File: src/sv/mwnv_pkg.sv
// shared constants and types of the masked window normalized variance unit
package mwnv_pkg;

  // default depth of one column buffer
  localparam int DEF_MAX_ROWS = 1024;
  // largest number of columns
  localparam int COL_LIMIT = 1024;

  // field and datapath widths
  localparam int PIX_W  = 16;   // pixel sample
  localparam int MEMB_W = 17;   // membership value
  localparam int ENT_W  = 18;   // stored entry: pixel, fg bit, bg bit
  localparam int CFG_W  = 11;   // configuration data
  localparam int POS_W  = 10;   // output row and column
  localparam int CNT_W  = 4;    // class member count, up to nine
  localparam int SUM_W  = 20;   // signed class sum
  localparam int SQS_W  = 34;   // class sum of squares
  localparam int DEN_W  = 37;   // squared sum, divisor
  localparam int QUO_W  = 32;   // Q16.16 figure
  localparam int FRAC_W = 16;   // fraction bits of the figure
  localparam int NUM_W  = 56;   // dividend
  localparam int PRD_W  = NUM_W - FRAC_W;

  localparam int FG_BIT = 16;
  localparam int BG_BIT = 17;

  localparam logic [MEMB_W-1:0] HALF_MEMBERSHIP = MEMB_W'(32768);
  localparam logic [QUO_W-1:0]  SAT32           = '1;
  localparam logic [CFG_W-1:0]  DIM_RESET       = CFG_W'(256);

  // configuration register indexes
  localparam logic [1:0] REG_ROWS = 2'd0;
  localparam logic [1:0] REG_COLS = 2'd1;

  // result of the shared divider
  typedef struct packed {
    logic             ovf;
    logic [QUO_W-1:0] quot;
  } div_res_t;

endpackage

File: src/sv/mwnv_div.sv
// shared radix-2 restoring divider with saturation detect
module mwnv_div import mwnv_pkg::*; (
  input  logic             clk,
  input  logic             rst_n,
  input  logic             start,
  input  logic [NUM_W-1:0] numer,
  input  logic [DEN_W-1:0] den,
  output logic             done,
  output div_res_t         res
);

  localparam int DCNT_W = $clog2(QUO_W + 1);

  logic              busy_r;
  logic              done_r;
  logic [DCNT_W-1:0] cnt_r;
  logic [DEN_W:0]    rem_r;
  logic [QUO_W-1:0]  lo_r;
  logic [QUO_W-1:0]  quo_r;
  logic              ovf_r;
  logic [DEN_W:0]    sh;
  logic              ge;

  // one quotient bit per cycle
  assign sh = {rem_r[DEN_W-1:0], lo_r[QUO_W-1]};
  assign ge = sh >= {1'b0, den};

  // control
  always_ff @(posedge clk) begin
    if (!rst_n) begin
      busy_r <= 1'b0;
      done_r <= 1'b0;
      cnt_r  <= '0;
    end else begin
      done_r <= busy_r && (cnt_r == DCNT_W'(1));
      if (start) begin
        busy_r <= 1'b1;
        cnt_r  <= DCNT_W'(QUO_W);
      end else if (busy_r) begin
        cnt_r <= cnt_r - DCNT_W'(1);
        if (cnt_r == DCNT_W'(1)) begin
          busy_r <= 1'b0;
        end
      end
    end
  end

  // datapath
  always_ff @(posedge clk) begin
    if (start) begin
      rem_r <= (DEN_W + 1)'(numer[NUM_W-1:QUO_W]);
      lo_r  <= numer[QUO_W-1:0];
      quo_r <= '0;
      ovf_r <= DEN_W'(numer[NUM_W-1:QUO_W]) >= den;
    end else if (busy_r) begin
      rem_r <= ge ? (sh - {1'b0, den}) : sh;
      lo_r  <= {lo_r[QUO_W-2:0], 1'b0};
      quo_r <= {quo_r[QUO_W-2:0], ge};
    end
  end

  assign done     = done_r;
  assign res.ovf  = ovf_r;
  assign res.quot = ovf_r ? SAT32 : quo_r;

endmodule

File: config.mk
export PLATFORM = sky130hd
export DESIGN_NAME = mwnv_div
export DESIGN_NICKNAME = d
export VERILOG_FILES = /design/src/sv/mwnv_pkg.sv /design/src/sv/mwnv_div.sv
export SDC_FILE = /design/constraint.sdc
export NUM_CORES = 1
export LEC_CHECK = 0
export BUFFER_PORTS_ARGS = -buffer_cell sky130_fd_sc_hd__buf_4
export CORE_ASPECT_RATIO = 1.25
export CORE_MARGIN = 4
export CORE_UTILIZATION = 40
export DETAILED_ROUTE_END_ITERATION = 6
export MAX_ROUTING_LAYER = met4
export PLACE_DENSITY_LB_ADDON = 0.3
export SYNTH_ARGS = -nofsm -noshare
export SYNTH_HDL_FRONTEND = slang
export SYNTH_SLANG_ARGS = --single-unit
export TNS_END_PERCENT = 1
File: constraint.sdc
create_clock -name clk -period 2.9 [get_ports clk]
set_input_delay 0.29 -clock clk [delete_from_list [all_inputs] [get_ports clk]]
set_output_delay 0.29 -clock clk [all_outputs]
set_load 0.03 [all_outputs]
==> load_flow_metrics.sql <==
INSERT INTO impl_metrics (metric_group, metric, value, unit) VALUES
('status', 'result_of_the_run', 'finished, violations left', ''),
('status', 'violations', 'setup timing', ''),
('routing', 'detail_route.wl_per_cell', '16.48', 'um'),
('pwr', 'power.clock.fraction', '28.5', '%'),
('routing', 'met2RoutedLength', '10770', 'um'),
('placed_design', 'placed_cell_area', '9346', 'um2'),
('layout', 'fin_area', '10050', 'um2'),
('routing', 'ant_nets', '0', ''),
('min_path', 'worst_hold_path_type', 'in2reg', ''),
('floorplan', 'core_area', '18780', 'um2'),
('logic_synthesis', 'syn-instance-count', '826', ''),
('placed_design', 'port_buffers', '129', ''),
('layout', 'fillers', '1787', ''),
('sta', 'timing.hold.ws', '0.1694', 'ns'),
('floorplan', 'io_pins', '130', ''),
('sta', 'layout_worst_path_cycle_share', '101.9', '%'),
('logic_synthesis', 'synthesis.yosys.warnings', '0', ''),
('clock_network', 'cts-htree-levels', '3', ''),
('clock_network', 'clock_sinks', '110', ''),
('worst_setup_path', 'timing.reg2reg.worst_path_depth', '11', ''),
('routing', 'drc', '0', ''),
('placed_design', 'placed_cells_incl_taps', '1220', ''),
('routing', 'first_iteration_detailed_routing_drc_count', '429', ''),
('clock_network', 'cts_tree', 'done', ''),
('placed_design', 'gp_congestion', '0.9215', ''),
('placed_design', 'detail_placement_hpwl', '14930', 'um'),
('pwr', 'power.internal', '3115', 'uW'),
('pwr', 'cellLeakagePower', '0.004604', 'uW'),
('floorplan', 'overall_die_area', '21400', 'um2'),
('worst_setup_path', 'arrival_time_worst_endpoint', '3.05', 'ns'),
('sta', 'final-setup-viol-count', '8', ''),
('sta', 'setup_ws', '-0.05641', 'ns'),
('worst_setup_path', 'crit_family', 'compound AO/OA/AOI/OAI gates', ''),
('routing', 'wl_met1', '8645', 'um'),
('layout', 'antennaDiodeCount', '0', ''),
('logic_synthesis', 'dominantRegCellSynth', 'edfxtp_1', ''),
('worst_setup_path', 'critPathMaxStageDelay', '0.42', 'ns'),
('sta', 'final_period_minus_worst_setup_slack', '2.956', 'ns'),
('layout', 'post_layout_nonfiller_instances', '1246', ''),
('routing', 'top_layer_used', 'met4', ''),
('worst_setup_path', 'worst_setup_path_start_kind', 'register', ''),
('global_routing', 'antenna_violations_before_repair', '0', ''),
('routing', 'vias', '6702', ''),
('global_routing', 'grt_start_max_net_pins', '71', ''),
('pwr', 'net-switching-power', '1428', 'uW'),
('logic_synthesis', 'synthesis.area', '7642', 'um2'),
('routing', 'routed_wirelength', '20530', 'um'),
('worst_setup_path', 'highest_net_fanout_along_the_worst_path', '6', ''),
('sta', 'slew_headroom', '47.69', '%'),
('routing', 'met3RoutedLength', '725', 'um'),
('floorplan', 'initial_utilization', '40.70', '%'),
('logic_synthesis', 'synth-edff-count', '57', ''),
('worst_setup_path', 'worst_path_max_delay_cell', 'edfxtp_1', ''),
('global_routing', 'global_route.overflow_total', '0', ''),
('clock_network', 'ctsRootBufferMaster', 'clkbuf_16', ''),
('logic_synthesis', 'ys_seq_elements', '110', ''),
('worst_setup_path', 'critical_path.cell_chain', 'ha_1 -> nor2b_4 -> o31a_1 -> o311ai_2 -> a31oi_2 -> o21ai_4 -> a21bo_4 -> buf_12 -> nor2_1 -> a211oi_1 -> a21oi_1', ''),
('pwr', 'combinationalPowerShare', '31.5', '%'),
('sta', 'report.final.slew_viol_count', '0', ''),
('global_routing', 'grt_pass1_vias', '6689', ''),
('worst_setup_path', 'worstReg2RegEnd', 'rem_r[12]', ''),
('pwr', 'worst_ir_drop_vdd', '0.3205', 'mV'),
('worst_setup_path', 'timing.critical_path.buf_inv', '1', ''),
('placed_design', 'dp_slack', '-0.1883', 'ns'),
('sta', 'finClkSkew', '0.01343', 'ns'),
('sta', 'maximum_clock_rate', '338.2', 'MHz'),
('floorplan', 'placementRows', '56', ''),
('sta', 'worst_slew_pin_slew', '0.7847', 'ns'),
('layout', 'nets_finish', '1169', ''),
('clock_network', 'clock_latency', '0.36', 'ns'),
('logic_synthesis', 'proportion_of_synthesized_chip_area_in_sequential_cells', '36.28', '%');
worst register-to-register path, cell delays in order (launching register included):
cell and delay (ns):
edfxtp_1 0.42, ha_1 0.34, nor2b_4 0.14, o31a_1 0.27, o311ai_2 0.31, a31oi_2 0.18
o21ai_4 0.25, a21bo_4 0.25, buf_12 0.15, nor2_1 0.05, a211oi_1 0.26, a21oi_1 0.07
cell families after synthesis:
kind of cell	after synthesis	synth area share [%]
flip-flops	110	36.28
adder cells (fa/ha/maj)	64	10.58
buffers and inverters	103	5.386
AND/OR/NAND/NOR	229	14.65
AO/OA/AOI/OAI	214	19.20
multiplexers	72	10.00
XOR/XNOR	34	3.896
per-layer routing:
layer | global-route usage, % | up-vias
li1 | - | 3346
met1 | 21.54 | 3199
met2 | 34.28 | 133
met3 | 2.843 | 24
met4 | 5.014 | 0
met5 | - | -
through the flow:
step / util (%) / total power, uW
floorplan: - / 2686
global placement: 49.77 / 3186
detailed placement: 49.77 / 3195
CTS: 51.61 / 4511
global route: 53.53 / 4792
finish: 53.53 / 4544
how the worst max path moves through the flow:
stage                 to  depth (start not counted)      from
2_1_floorplan  rem_r[12]                         14  lo_r[31]
3_3_place_gp   rem_r[36]                         12    den[0]
3_5_place_dp   rem_r[36]                         12    den[0]
4_1_cts        rem_r[10]                         13  lo_r[31]
5_1_grt        rem_r[32]                         13  lo_r[31]
6_report       rem_r[12]                         11  rem_r[1]
cell usage after synthesis, types with 14 or more instances:
cell | count | area (um2)
dfxtp_1 | 53 | 1061
a21o_1 | 30 | 225.2
ha_1 | 63 | 788.3
nor2_1 | 80 | 300.3
inv_1 | 56 | 210.2
clkbuf_1 | 26 | 97.59
a211oi_1 | 24 | 180.2
mux2i_1 | 37 | 370.4
a21oi_1 | 60 | 300.3
or2_2 | 33 | 206.5
mux2_2 | 32 | 360.4
xnor2_1 | 16 | 140.1
o211ai_1 | 14 | 105.1
edfxtp_1 | 57 | 1712
xor2_1 | 18 | 157.7
nand2_1 | 44 | 165.2
flip-flops by register name, indices dropped and copies added, names as in the netlist:
register  flops
ovf_r         1
lo_r         32
busy_r        1
quo_r        32
done          1
cnt_r         6
rem_r        37
power by group through the flow:
stage,logic (uW),registers (uW),clock network [uW]
finish,1430,1810,1300
floorplan,859,1830,0
CTS,1370,1810,1330
global route,1570,1830,1400
detailed placement,1350,1840,0
global placement,1340,1840,0
placed cells by master, fill, tap and decap left out, types with 4 or more instances in the layout:
| cell | count |
|---|---|
| a211oi_1 | 18 |
| a211oi_2 | 8 |
| a21o_1 | 30 |
| a21oi_1 | 59 |
| a31oi_1 | 4 |
| and2_1 | 4 |
| and3_1 | 6 |
| buf_12 | 4 |
| buf_4 | 205 |
| clkbuf_16 | 13 |
| dfxtp_1 | 52 |
| edfxtp_1 | 57 |
| ha_1 | 55 |
| ha_4 | 5 |
| inv_1 | 55 |
| mux2_2 | 31 |
| mux2i_1 | 37 |
| nand2_1 | 42 |
| nand2b_1 | 5 |
| nand3_1 | 7 |
| nand4_1 | 13 |
| nor2_1 | 78 |
| nor2b_1 | 8 |
| nor3_1 | 10 |
| nor4_1 | 5 |
| o211ai_1 | 14 |
| o21a_1 | 10 |
| o21ai_0 | 13 |
| o21ai_1 | 11 |
| o21bai_1 | 5 |
| or2_2 | 33 |
| xnor2_1 | 14 |
| xor2_1 | 18 |
repair_timing:
item	in CTS	in global routing
buffers inserted	2	3
setup endpoints to repair	26	37
gates cloned	0	5
pin swaps	7	22
hold buffers	0	0
gates resized for setup	6	41
cell type report:
type,instances,area (um2),share of cell area (%)
Multi-Input combinational cell,614,4712,46.88
Sequential cell,110,2774,27.60
Timing Repair Buffer,216,1753,17.44
Tap cell,232,290.3,2.888
Clock buffer,9,225.2,2.240
Inverter,58,217.7,2.166
Clock inverter,7,80.08,0.7966
Note: power is estimated with default switching activity, not from simulation.
